===== config.mk =====
export PLATFORM = sky130hd
export DESIGN_NAME = shader_source_lexer_core
export DESIGN_NICKNAME = d
export VERILOG_FILES = /design/src/slex_pkg.sv /design/src/shader_source_lexer_core.sv /design/src/slex_front.sv /design/src/slex_queue.sv
export SDC_FILE = /design/constraint.sdc
export NUM_CORES = 1
export LEC_CHECK = 0
export BUFFER_PORTS_ARGS = -buffer_cell sky130_fd_sc_hd__buf_2
export CORE_MARGIN = 1
export CORE_UTILIZATION = 40
export DETAILED_ROUTE_END_ITERATION = 16
export GPL_ROUTABILITY_DRIVEN = 1
export SLEW_MARGIN = 20
export SYNTH_ARGS = -nofsm -noshare
export SYNTH_HDL_FRONTEND = slang
export SYNTH_SLANG_ARGS = --single-unit
export TNS_END_PERCENT = 10

===== constraint.sdc =====
create_clock -name clk -period 13 [get_ports clk]
set_clock_uncertainty 0.2 [all_clocks]
set_input_delay 1.3 -clock clk [delete_from_list [all_inputs] [get_ports clk]]
set_output_delay 1.3 -clock clk [all_outputs]
set_load 0.03 [all_outputs]

===== src/slex_pkg.sv =====
`timescale 1ns / 1ps
`default_nettype none

package slex_pkg;

  // Defaults for the top-level parameters.
  localparam int KEYWORD_MAX_LEN_DEF = 10;
  localparam int POSITION_BITS_DEF   = 16;

  localparam logic [3:0] TAB_WIDTH_RESET = 4'd4;
  localparam int QUEUE_DEPTH = 4;
  localparam int FRAC_LIMIT  = 10;
  localparam logic [34:0] VALUE_MAX = 35'h7FFF_FFFF;

  // Lexer modes.
  localparam logic [2:0] M_INITIAL = 3'd0;
  localparam logic [2:0] M_IDENT   = 3'd1;
  localparam logic [2:0] M_NUMERIC = 3'd2;
  localparam logic [2:0] M_FLOAT   = 3'd3;
  localparam logic [2:0] M_EQ      = 3'd4;
  localparam logic [2:0] M_LT      = 3'd5;
  localparam logic [2:0] M_GT      = 3'd6;

  // Token codes.
  localparam logic [5:0] C_KEYWORD0 = 6'd15;
  localparam logic [5:0] C_ASSIGN   = 6'd47;
  localparam logic [5:0] C_EQUAL    = 6'd48;
  localparam logic [5:0] C_LESS     = 6'd49;
  localparam logic [5:0] C_LESS_EQ  = 6'd50;
  localparam logic [5:0] C_GREATER  = 6'd51;
  localparam logic [5:0] C_GREATER_EQ = 6'd52;
  localparam logic [5:0] C_IDENT    = 6'd53;
  localparam logic [5:0] C_INT      = 6'd54;
  localparam logic [5:0] C_REAL     = 6'd55;
  localparam logic [5:0] C_FAIL     = 6'd56;
  localparam logic [5:0] C_EOF      = 6'd57;

  localparam int KW_COUNT = 32;

  // Keyword text, right-justified, first character in the highest byte in use.
  localparam logic [127:0] KW_TEXT [KW_COUNT] = '{
    128'("in"), 128'("out"), 128'("inout"), 128'("const"), 128'("uniform"),
    128'("void"), 128'("float"), 128'("vec2"), 128'("vec3"), 128'("vec4"),
    128'("return"), 128'("dot"), 128'("cross"), 128'("length"), 128'("sin"),
    128'("asin"), 128'("cos"), 128'("acos"), 128'("tan"), 128'("atan"),
    128'("accumulate"), 128'("normalize"), 128'("sqrt"), 128'("invsqrt"),
    128'("max"), 128'("min"), 128'("floor"), 128'("ceil"), 128'("sampler"),
    128'("sample1D"), 128'("sample2D"), 128'("sample3D")
  };

  localparam logic [7:0] KW_LEN [KW_COUNT] = '{
    8'd2, 8'd3, 8'd5, 8'd5, 8'd7, 8'd4, 8'd5, 8'd4, 8'd4, 8'd4,
    8'd6, 8'd3, 8'd5, 8'd6, 8'd3, 8'd4, 8'd3, 8'd4, 8'd3, 8'd4,
    8'd10, 8'd9, 8'd4, 8'd7, 8'd3, 8'd3, 8'd5, 8'd4, 8'd7, 8'd8,
    8'd8, 8'd8
  };

  typedef struct packed {
    logic [7:0] char_byte;
    logic       end_of_text;
  } item_t;

  typedef struct packed {
    logic [5:0]  token_code;
    logic [30:0] number_value;
    logic [3:0]  fraction_digits;
    logic [7:0]  name_length;
    logic [15:0] row_number;
    logic [15:0] column_number;
    logic        last_of_run;
  } result_t;

  // Up to two tokens written into the queue in one cycle.
  typedef struct packed {
    logic    valid0;
    logic    valid1;
    result_t tok0;
    result_t tok1;
  } qwrite_t;

  // Character i of keyword k, zero past its end.
  function automatic logic [7:0] kw_byte(input int k, input int i);
    logic [7:0] r;
    r = 8'h00;
    if (i < int'(KW_LEN[k])) r = KW_TEXT[k][(int'(KW_LEN[k]) - 1 - i) * 8 +: 8];
    return r;
  endfunction

  // Code of a single-character token, or the failure code.
  function automatic logic [5:0] single_code(input logic [7:0] b);
    logic [5:0] r;
    case (b)
      8'h3B: r = 6'd0;
      8'h3A: r = 6'd1;
      8'h2E: r = 6'd2;
      8'h3F: r = 6'd3;
      8'h2C: r = 6'd4;
      8'h28: r = 6'd5;
      8'h29: r = 6'd6;
      8'h7B: r = 6'd7;
      8'h7D: r = 6'd8;
      8'h5B: r = 6'd9;
      8'h5D: r = 6'd10;
      8'h2B: r = 6'd11;
      8'h2D: r = 6'd12;
      8'h2A: r = 6'd13;
      8'h2F: r = 6'd14;
      default: r = C_FAIL;
    endcase
    return r;
  endfunction

endpackage

`default_nettype wire


===== src/shader_source_lexer_core.sv =====
// A token is written into the token queue when the byte that closes it is taken.
// One byte per cycle unless stalled; a byte may give two tokens, written together.
// The input stalls only while the four-entry token queue has fewer than two free slots.
// Reset (rst, synchronous): lexer idle, position 0/0, queue empty, tab width 4.
`timescale 1ns / 1ps
`default_nettype none

module shader_source_lexer_core #(
  parameter int KEYWORD_MAX_LEN = slex_pkg::KEYWORD_MAX_LEN_DEF,
  parameter int POSITION_BITS   = slex_pkg::POSITION_BITS_DEF
) (
  input  wire logic              clk,
  input  wire logic              rst,
  input  wire logic              push,
  output logic                   full,
  input  wire slex_pkg::item_t   item,
  output logic                   empty,
  input  wire logic              pop,
  output slex_pkg::result_t      result,
  input  wire logic              cfg_valid,
  output logic                   cfg_ready,
  input  wire logic [3:0]        cfg_data
);

  logic              accept;
  logic [3:0]        tab_width;
  slex_pkg::qwrite_t qwr;

  assign accept    = push && !full;
  assign cfg_ready = 1'b1;

  // Tab width register.
  always_ff @(posedge clk) begin
    if (rst) begin
      tab_width <= slex_pkg::TAB_WIDTH_RESET;
    end else if (cfg_valid && cfg_ready) begin
      tab_width <= cfg_data;
    end
  end

  slex_front #(
    .KEYWORD_MAX_LEN(KEYWORD_MAX_LEN),
    .POSITION_BITS(POSITION_BITS)
  ) u_front (
    .clk(clk),
    .rst(rst),
    .accept(accept),
    .item(item),
    .tab_width(tab_width),
    .qwr(qwr)
  );

  slex_queue u_queue (
    .clk(clk),
    .rst(rst),
    .qwr(qwr),
    .pop(pop),
    .full(full),
    .empty(empty),
    .head(result)
  );

endmodule

`default_nettype wire


===== src/slex_front.sv =====
`timescale 1ns / 1ps
`default_nettype none

module slex_front #(
  parameter int KEYWORD_MAX_LEN = slex_pkg::KEYWORD_MAX_LEN_DEF,
  parameter int POSITION_BITS   = slex_pkg::POSITION_BITS_DEF
) (
  input  wire logic             clk,
  input  wire logic             rst,
  input  wire logic             accept,
  input  wire slex_pkg::item_t  item,
  input  wire logic [3:0]       tab_width,
  output slex_pkg::qwrite_t     qwr
);

  localparam int KIDX = (KEYWORD_MAX_LEN > 1) ? $clog2(KEYWORD_MAX_LEN) : 1;
  localparam int P = POSITION_BITS;
  localparam int KW_COUNT_W = 5;

  // Lexer state.
  logic [2:0]   mode, mode_next;
  logic [7:0]   kbuf [KEYWORD_MAX_LEN];
  logic [7:0]   plen, plen_next;
  logic [30:0]  acc, acc_next;
  logic [3:0]   frac, frac_next;
  logic         ovf, ovf_next;
  logic [P-1:0] row, row_next;
  logic [P-1:0] col, col_next;
  logic         kbuf_we;
  logic [KIDX-1:0] kbuf_wa;

  logic [7:0] b;
  logic       is_digit, is_alpha, is_ws;
  logic [3:0] dval;
  logic [34:0] acc10;
  logic [P:0]  col_sum;
  logic [P-1:0] row_adv, col_adv;
  logic [KW_COUNT_W-1:0] kw_hit_idx;
  logic        kw_hit;
  logic [5:0]  close_code;
  logic [30:0] close_val;
  logic [3:0]  close_frac;
  logic [7:0]  close_len;
  logic [P+15:0] row_ext_old, col_ext_old, row_ext_new, col_ext_new;
  slex_pkg::result_t tok_a, tok_b;
  logic va, vb;

  assign b        = item.char_byte;
  assign is_digit = (b >= 8'h30) && (b <= 8'h39);
  assign is_alpha = ((b >= 8'h61) && (b <= 8'h7A)) || ((b >= 8'h41) && (b <= 8'h5A));
  assign is_ws    = (b == 8'h20) || (b == 8'h09) || (b == 8'h0A) || (b == 8'h0D);
  assign dval     = 4'(b - 8'h30);
  assign acc10    = {1'b0, acc, 3'b000} + {3'b000, acc, 1'b0} + {31'd0, dval};

  // Position after the current byte, saturating.
  always_comb begin
    col_sum = {1'b0, col} + ((b == 8'h09) ? (P+1)'(tab_width) : (P+1)'(1));
    row_adv = row;
    col_adv = col;
    if (b == 8'h0A) begin
      if (row != {P{1'b1}}) row_adv = row + P'(1);
      col_adv = '0;
    end else begin
      col_adv = col_sum[P] ? {P{1'b1}} : col_sum[P-1:0];
    end
  end

  assign row_ext_old = {16'd0, row};
  assign col_ext_old = {16'd0, col};
  assign row_ext_new = {16'd0, row_adv};
  assign col_ext_new = {16'd0, col_adv};

  // Keyword match against the held name, all keywords in parallel.
  always_comb begin
    logic m;
    kw_hit = 1'b0;
    kw_hit_idx = '0;
    for (int k = slex_pkg::KW_COUNT - 1; k >= 0; k--) begin
      m = (plen == slex_pkg::KW_LEN[k]);
      for (int i = 0; i < KEYWORD_MAX_LEN; i++) begin
        if ((i < int'(plen)) && (kbuf[i] != slex_pkg::kw_byte(k, i))) m = 1'b0;
      end
      if (m) begin
        kw_hit = 1'b1;
        kw_hit_idx = 5'(k);
      end
    end
  end

  // Token that closing the pending state gives.
  always_comb begin
    close_code = slex_pkg::C_FAIL;
    close_val  = '0;
    close_frac = '0;
    close_len  = '0;
    case (mode)
      slex_pkg::M_IDENT: begin
        if (kw_hit) close_code = slex_pkg::C_KEYWORD0 + 6'(kw_hit_idx);
        else begin
          close_code = slex_pkg::C_IDENT;
          close_len  = plen;
        end
      end
      slex_pkg::M_NUMERIC: begin
        if (!ovf) begin
          close_code = slex_pkg::C_INT;
          close_val  = acc;
        end
      end
      slex_pkg::M_FLOAT: begin
        if (!ovf) begin
          close_code = slex_pkg::C_REAL;
          close_val  = acc;
          close_frac = frac;
        end
      end
      slex_pkg::M_EQ: close_code = slex_pkg::C_ASSIGN;
      slex_pkg::M_LT: close_code = slex_pkg::C_LESS;
      slex_pkg::M_GT: close_code = slex_pkg::C_GREATER;
      default: close_code = slex_pkg::C_FAIL;
    endcase
  end

  // Next state and the tokens of this byte.
  always_comb begin
    logic cont;
    mode_next = mode;
    plen_next = plen;
    acc_next  = acc;
    frac_next = frac;
    ovf_next  = ovf;
    row_next  = row;
    col_next  = col;
    kbuf_we   = 1'b0;
    kbuf_wa   = '0;
    va = 1'b0;
    vb = 1'b0;
    cont = 1'b0;
    tok_a = '{token_code: close_code, number_value: close_val,
              fraction_digits: close_frac, name_length: close_len,
              row_number: row_ext_old[15:0], column_number: col_ext_old[15:0],
              last_of_run: 1'b0};
    tok_b = '{token_code: slex_pkg::C_EOF, number_value: '0, fraction_digits: '0,
              name_length: '0, row_number: row_ext_old[15:0],
              column_number: col_ext_old[15:0], last_of_run: 1'b0};

    if (item.end_of_text) begin
      va = (mode != slex_pkg::M_INITIAL);
      vb = 1'b1;
      mode_next = slex_pkg::M_INITIAL;
      plen_next = '0;
      acc_next  = '0;
      frac_next = '0;
      ovf_next  = 1'b0;
    end else begin
      // Bytes that continue or complete the pending token.
      case (mode)
        slex_pkg::M_IDENT: begin
          if (is_alpha || is_digit || (b == 8'h5F)) begin
            cont = 1'b1;
            if (int'(plen) < KEYWORD_MAX_LEN) begin
              kbuf_we = 1'b1;
              kbuf_wa = plen[KIDX-1:0];
            end
            if (plen != 8'd255) plen_next = plen + 8'd1;
          end
        end
        slex_pkg::M_NUMERIC: begin
          if (is_digit) begin
            cont = 1'b1;
            if (acc10 > slex_pkg::VALUE_MAX) ovf_next = 1'b1;
            else acc_next = acc10[30:0];
          end else if (b == 8'h2E) begin
            cont = 1'b1;
            mode_next = slex_pkg::M_FLOAT;
          end
        end
        slex_pkg::M_FLOAT: begin
          if (is_digit) begin
            cont = 1'b1;
            if (acc10 > slex_pkg::VALUE_MAX) ovf_next = 1'b1;
            else acc_next = acc10[30:0];
            if (int'(frac) >= slex_pkg::FRAC_LIMIT) ovf_next = 1'b1;
            else frac_next = frac + 4'd1;
          end else if (b == 8'h66) begin
            cont = 1'b1;
            va = 1'b1;
            tok_a.row_number    = row_ext_new[15:0];
            tok_a.column_number = col_ext_new[15:0];
            mode_next = slex_pkg::M_INITIAL;
            acc_next  = '0;
            frac_next = '0;
            ovf_next  = 1'b0;
          end
        end
        slex_pkg::M_EQ, slex_pkg::M_LT, slex_pkg::M_GT: begin
          if (b == 8'h3D) begin
            cont = 1'b1;
            va = 1'b1;
            tok_a.token_code    = close_code + 6'd1;
            tok_a.row_number    = row_ext_new[15:0];
            tok_a.column_number = col_ext_new[15:0];
            mode_next = slex_pkg::M_INITIAL;
          end
        end
        default: cont = 1'b0;
      endcase

      if (!cont) begin
        // The byte closes any pending token and starts over.
        va = (mode != slex_pkg::M_INITIAL);
        mode_next = slex_pkg::M_INITIAL;
        plen_next = '0;
        acc_next  = '0;
        frac_next = '0;
        ovf_next  = 1'b0;
        tok_b.row_number    = row_ext_new[15:0];
        tok_b.column_number = col_ext_new[15:0];
        if (is_ws) begin
          vb = 1'b0;
        end else if (b == 8'h3D) begin
          mode_next = slex_pkg::M_EQ;
        end else if (b == 8'h3C) begin
          mode_next = slex_pkg::M_LT;
        end else if (b == 8'h3E) begin
          mode_next = slex_pkg::M_GT;
        end else if (is_digit) begin
          mode_next = slex_pkg::M_NUMERIC;
          acc_next  = {27'd0, dval};
        end else if (is_alpha) begin
          mode_next = slex_pkg::M_IDENT;
          kbuf_we   = 1'b1;
          kbuf_wa   = '0;
          plen_next = 8'd1;
        end else begin
          vb = 1'b1;
          tok_b.token_code = slex_pkg::single_code(b);
        end
      end
      row_next = row_adv;
      col_next = col_adv;
    end
  end

  // Pack the tokens in order and mark the last one.
  always_comb begin
    qwr = '0;
    qwr.tok0 = va ? tok_a : tok_b;
    qwr.tok1 = tok_b;
    qwr.valid0 = accept && (va || vb);
    qwr.valid1 = accept && va && vb;
    qwr.tok0.last_of_run = !(va && vb);
    qwr.tok1.last_of_run = 1'b1;
  end

  always_ff @(posedge clk) begin
    if (rst) begin
      mode <= slex_pkg::M_INITIAL;
      plen <= '0;
      acc  <= '0;
      frac <= '0;
      ovf  <= 1'b0;
      row  <= '0;
      col  <= '0;
    end else if (accept) begin
      mode <= mode_next;
      plen <= plen_next;
      acc  <= acc_next;
      frac <= frac_next;
      ovf  <= ovf_next;
      row  <= row_next;
      col  <= col_next;
    end
  end

  // Name characters; an entry is only read below the held length.
  always_ff @(posedge clk) begin
    if (accept && kbuf_we) begin
      kbuf[kbuf_wa] <= b;
    end
  end

endmodule

`default_nettype wire


===== src/slex_queue.sv =====
`timescale 1ns / 1ps
`default_nettype none

module slex_queue (
  input  wire logic               clk,
  input  wire logic               rst,
  input  wire slex_pkg::qwrite_t  qwr,
  input  wire logic               pop,
  output logic                    full,
  output logic                    empty,
  output slex_pkg::result_t       head
);

  localparam int D  = slex_pkg::QUEUE_DEPTH;
  localparam int AW = $clog2(D);

  slex_pkg::result_t mem [D];
  logic [AW-1:0] wp, rp;
  logic [AW:0]   count;
  logic          do_pop;
  logic [1:0]    nwr;

  // Room for two tokens is needed before a byte is taken.
  assign full   = (count > (AW+1)'(D - 2));
  assign empty  = (count == '0);
  assign head   = mem[rp];
  assign do_pop = pop && !empty;
  assign nwr    = {1'b0, qwr.valid0} + {1'b0, qwr.valid1};

  always_ff @(posedge clk) begin
    if (rst) begin
      wp    <= '0;
      rp    <= '0;
      count <= '0;
    end else begin
      wp    <= wp + AW'(nwr);
      if (do_pop) rp <= rp + AW'(1);
      count <= count + (AW+1)'(nwr) - (AW+1)'(do_pop);
    end
  end

  // Token storage.
  always_ff @(posedge clk) begin
    if (qwr.valid0) mem[wp] <= qwr.tok0;
    if (qwr.valid1) mem[wp + AW'(1)] <= qwr.tok1;
  end

endmodule

`default_nettype wire


==> results.txt <==
----------------------------------------------------
[STA]
  Slew of the pin with the lowest slew margin ... 1100 ps
  Final setup violation count ... 0
  Final WS setup ... ~6200 ps
  Worst slew slack as a fraction of its limit ... 26.3%
  Setup_tns ... 0 ps
  Total count of max-transition violations in the final report ... 0
  Tcrit/Tclk final ... 52.6%
  Final critical path time including I/O delays and setup ... 6840 ps
  Top achievable clock speed ... 146 MHz
  Setup repair after global routing missed its margin ... no
  Final Hold Vio Count ... 0
  Hold Slack ... 244 ps

[Die]
  Core Area ... 64600 um2
  Area enclosed by the die boundary ... 66400 um2
  Die outline height ... 258 um
  Initial core utilization ... 40.5%
  Std-Cell Rows ... 93
  Die X-Extent ... ~260 um
  I/O Pins ... around 100

[Final layout]
  Fraction of final layout cells with drive strength greater than 1 ... 14.3%
  Area delta synth->final ... 11.2%
  Multi-input gate area ... 12900 um2
  Layout net count ... 2717
  Footprint of the flip-flops and latches ... 12300 um2
  Fill count ... 6082

[Global route]
  Number of global-route vias before repair ... between 20000 and 25000
  Initial antenna violation count ... 4
  Overall routing resource usage ... 23.4%
  First-pass GRT wire length ... approximately 120 mm
  Maximum number of pins on one net before global-route repair ... just over 60
  Total grt overflow ... 0

[Drt]
  Pre-Repair DR Iteration Count ... 5
  Detail-routed net length per standard cell ... 22.4 um
  Total Routed Length ... 78.7 mm
  Via count ... around 21000
  Total DRC errors in the routed layout ... 0
  Number of DRC markers after the initial detailed-route iteration ... 1800
  Final antenna-violating net count ... 0
  Detailed-route vias per instance ... 6.02

[Logic synthesis]
  #FFs+latches synth ... 500
  Yosys cell types ... around 120
  Fraction of the yosys area taken by sequential cells ... between 40% and 50%
  Share of synthesized cell area in and, or, nand and nor gates ... between 10% and 20%
  Syn Nets ... 2694
  Post-Synthesis Cells ... approximately 2600
  Share of the synthesized area in the top cell type ... 26.6%
  Biggest area consumer among synthesized cells ... sky130_fd_sc_hd__edfxtp_1
  Compound-Gate Fraction of Synth Area ... between 10% and 20%
  Synth async-reset ratio ... 0%
  XOR/XNOR share of the synthesized area ... under 10%
  Area share of fa/ha/maj cells after synthesis ... under 10%
  Synthesized area divided by synthesized cell count ... 10.1 um2
  Multiplexer share of the synthesized area ... 7.61%
  Largest family of logic cells by synthesized area ... simple AND/OR/NAND/NOR gates
  Cells taking the most area after synthesis ... sky130_fd_sc_hd__edfxtp_1, sky130_fd_sc_hd__dfxtp_1, sky130_fd_sc_hd__mux4_2
  Top FF cell, synth ... sky130_fd_sc_hd__dfxtp_1
  Number of enable flip-flop cells after synthesis ... 232
  Warning count from the yosys run ... 0
  Cell Area, Synth ... 26200 um2

[Clock tree]
  Clock latency at the later pin of the worst-skew pair ... between 600 and 700 ps
  CTS clock-pin slew for the worst setup and hold paths ... 60 ps
  Buffer type at the clock tree root ... sky130_fd_sc_hd__clkbuf_16
  CTS tree ... done
  Post-CTS Setup Inserts ... 0
  Post-CTS Hold Fix Bufs ... 0
  Cts bufs inserted ... 52
  CTS Buffer Depth ... 3
  H-Tree Depth ... 2
  Number of resized instances in the post-cts repair step ... 0
  CTS sink cnt ... 500

[Placement]
  Port Buf Inserts ... 101
  Placer Congestion ... about 0.97
  Placed wire-length estimate after detailed placement ... 53.9 mm
  DP Worst Slack ... 5500 ps

[Critical path]
  Endpoint kind of the worst setup timing path ... register
  Crit path buf inv count ... 2
  Delay-heaviest family, CP ... compound AO/OA/AOI/OAI gates
  Delay contributed by the slowest stage of the critical path ... 900 ps
  Arrival time reported for the critical path endpoint ... 7130 ps
  Crit path launch type ... input port
  Crit path cell chain ... buf_2 > fa_1 > inv_1 > fa_1 > nor2b_1 > o21a_1 > o21ai_0 > a2111oi_0 > o21ai_0 > a2111oi_0 > o2111a_1 > nor3_1 > o211ai_1 > nand2b_1 > o2bb2ai_1
  Worst-path cell with the longest stage delay ... sky130_fd_sc_hd__a2111oi_0
  CP Class ... input port to register
  Required @ worst endpoint ... 13290 ps
  Worst Path Max Fanout ... 27

[Power and ir drop]
  Static leakage ... 10.0 nW
  PwrDens ... 139 nW/um2
  Maximum vdd ir drop ... 97.2 uV
  Sequential share of power ... 44.4%
  Sw power ... 1.19 mW
  Gate power share ... 16.9%
  Internal power ... 2.85 mW
  Clock network fraction of design power ... 38.7%
  Switching fraction of total power ... slightly below 30%

[Flow run]
  Max Cap Viol ... 0

[Hold path]
  Hold crit path type ... register to register

[Outcome]
  Result of the run ... complete, no violations

----------------------------------------------------
[kinds of logic (layout without fill, tap and decap cells)]
family                     after synthesis  after routing
adders and majority gates               82             82
DFF                                    500            500
buffers and inverters                  213            280
xor gates and xnor gates                58             58
other                                    1              3
and+or+nand+nor                        942            942
AOI/OAI and AO/OA                      702            702
muxes                                   96             96
[worst reg2reg max path: stages (launching register included)]
cell and delay (ps):
sky130_fd_sc_hd__dfxtp_1 380, sky130_fd_sc_hd__fa_1 560, sky130_fd_sc_hd__inv_1 70, sky130_fd_sc_hd__fa_1 460, sky130_fd_sc_hd__nor2b_1 140, sky130_fd_sc_hd__o21a_1 180, sky130_fd_sc_hd__o21ai_0 160, sky130_fd_sc_hd__a2111oi_0 480
sky130_fd_sc_hd__o21ai_0 260, sky130_fd_sc_hd__a2111oi_0 900, sky130_fd_sc_hd__o2111a_1 340, sky130_fd_sc_hd__nor3_1 60, sky130_fd_sc_hd__o211ai_1 750, sky130_fd_sc_hd__nand2b_1 900, sky130_fd_sc_hd__o2bb2ai_1 190
[cell type report]
class,count,share of cell area [%]
clock inverter,33,1.35
multi-input combinational,1881,44.5
inverter,48,0.619
clock buffer,65,4.88
tap,855,3.68
sequential,500,42.4
timing repair buffer,134,2.59
antenna,2,0.0172
[routing by layer]
metal  global-route usage (%)  part of all wire (%)  up-vias
met5                        0                 0.017        -
met4                     6.41                   2.4        2
met3                     3.21                   6.3      127
met2                     37.4                    46      790
met1                     33.2                    46    10500
li1                         -                     -     9776
[worst paths after layout]
| check | start | to | slack, ps | depth (start not counted) |
|---|---|---|---|---|
| min | u_queue.mem[2][54] | u_queue.mem[2][54] | 240 | 2 |
| min reg2reg | u_queue.mem[2][54] | u_queue.mem[2][54] | 240 | 2 |
| max | item[4] | u_front.acc[15] | 6160 | 15 |
| max reg2reg | u_front.acc[0] | u_front.acc[15] | 6800 | 14 |
[through the flow]
stage               power (mW)  std cells  area (um2)  util, %
global route              4.19       3516       29100     45.1
floorplan                 2.28       2594       26200        -
global placement          2.51       3418       27300     42.2
detailed placement        2.52       3418       27300     42.2
finish                    4.04       3518       29100     45.1
CTS                       4.08       3516       29100     45.0
[layout by cell type (no fill, tap or decap), types with 36 or more instances in the layout]
cell                        instances
sky130_fd_sc_hd__nand3_1           54
sky130_fd_sc_hd__nand2_1          384
sky130_fd_sc_hd__buf_2            101
sky130_fd_sc_hd__edfxtp_1         232
sky130_fd_sc_hd__dfxtp_1          266
sky130_fd_sc_hd__xor2_1            36
sky130_fd_sc_hd__o21ai_1           84
sky130_fd_sc_hd__nor3_1            36
sky130_fd_sc_hd__mux4_2            82
sky130_fd_sc_hd__nor2_1           178
sky130_fd_sc_hd__ha_1              78
sky130_fd_sc_hd__o21ai_0          196
sky130_fd_sc_hd__a21oi_1          109
sky130_fd_sc_hd__inv_1             42
sky130_fd_sc_hd__clkbuf_16         53
[Yosys cell counts (13+ instances only)]
cell type,count
sky130_fd_sc_hd__buf_1,16
sky130_fd_sc_hd__and2_1,30
sky130_fd_sc_hd__nor3_1,37
sky130_fd_sc_hd__o2bb2ai_1,28
sky130_fd_sc_hd__a22o_1,14
sky130_fd_sc_hd__edfxtp_1,232
sky130_fd_sc_hd__clkbuf_1,92
sky130_fd_sc_hd__nor2_1,179
sky130_fd_sc_hd__a21o_1,33
sky130_fd_sc_hd__ha_1,78
sky130_fd_sc_hd__a211oi_1,13
sky130_fd_sc_hd__nand3_1,55
sky130_fd_sc_hd__a32o_1,33
sky130_fd_sc_hd__xnor2_1,22
sky130_fd_sc_hd__mux4_2,82
sky130_fd_sc_hd__inv_1,44
sky130_fd_sc_hd__o21ai_1,84
sky130_fd_sc_hd__nor2b_1,33
sky130_fd_sc_hd__xor2_1,36
sky130_fd_sc_hd__a22oi_1,16
sky130_fd_sc_hd__a21oi_1,109
sky130_fd_sc_hd__a31oi_1,14
sky130_fd_sc_hd__nand2_1,385
sky130_fd_sc_hd__o21ai_0,196
sky130_fd_sc_hd__dfxtp_1,268
sky130_fd_sc_hd__or3_1,17
sky130_fd_sc_hd__nand4_1,33
sky130_fd_sc_hd__o22ai_1,32
sky130_fd_sc_hd__nand2b_1,24
sky130_fd_sc_hd__buf_2,47
sky130_fd_sc_hd__nor4_1,18
sky130_fd_sc_hd__and3_1,19
[registers in the layout, indices dropped and copies added, names as in the netlist, named ones only]
register / cells
tab_width: 4
u_front.acc: 31
u_front.col: 16
u_front.frac: 4
u_front.kbuf: 80
u_front.mode: 3
u_front.ovf: 1
u_front.plen: 8
u_front.row: 16
u_queue.count: 3
u_queue.mem: 328
u_queue.rp: 2
u_queue.wp: 2
[power by group through the flow]
stage	Clock [mW]	Sequential, mW	Combinational [mW]
3_3_place_gp	0	1.83	0.684
3_5_place_dp	0	1.83	0.688
4_1_cts	1.59	1.80	0.689
6_report	1.57	1.80	0.681
2_1_floorplan	0	1.78	0.506
5_1_grt	1.66	1.81	0.724
(Power assumes the default switching activity.)
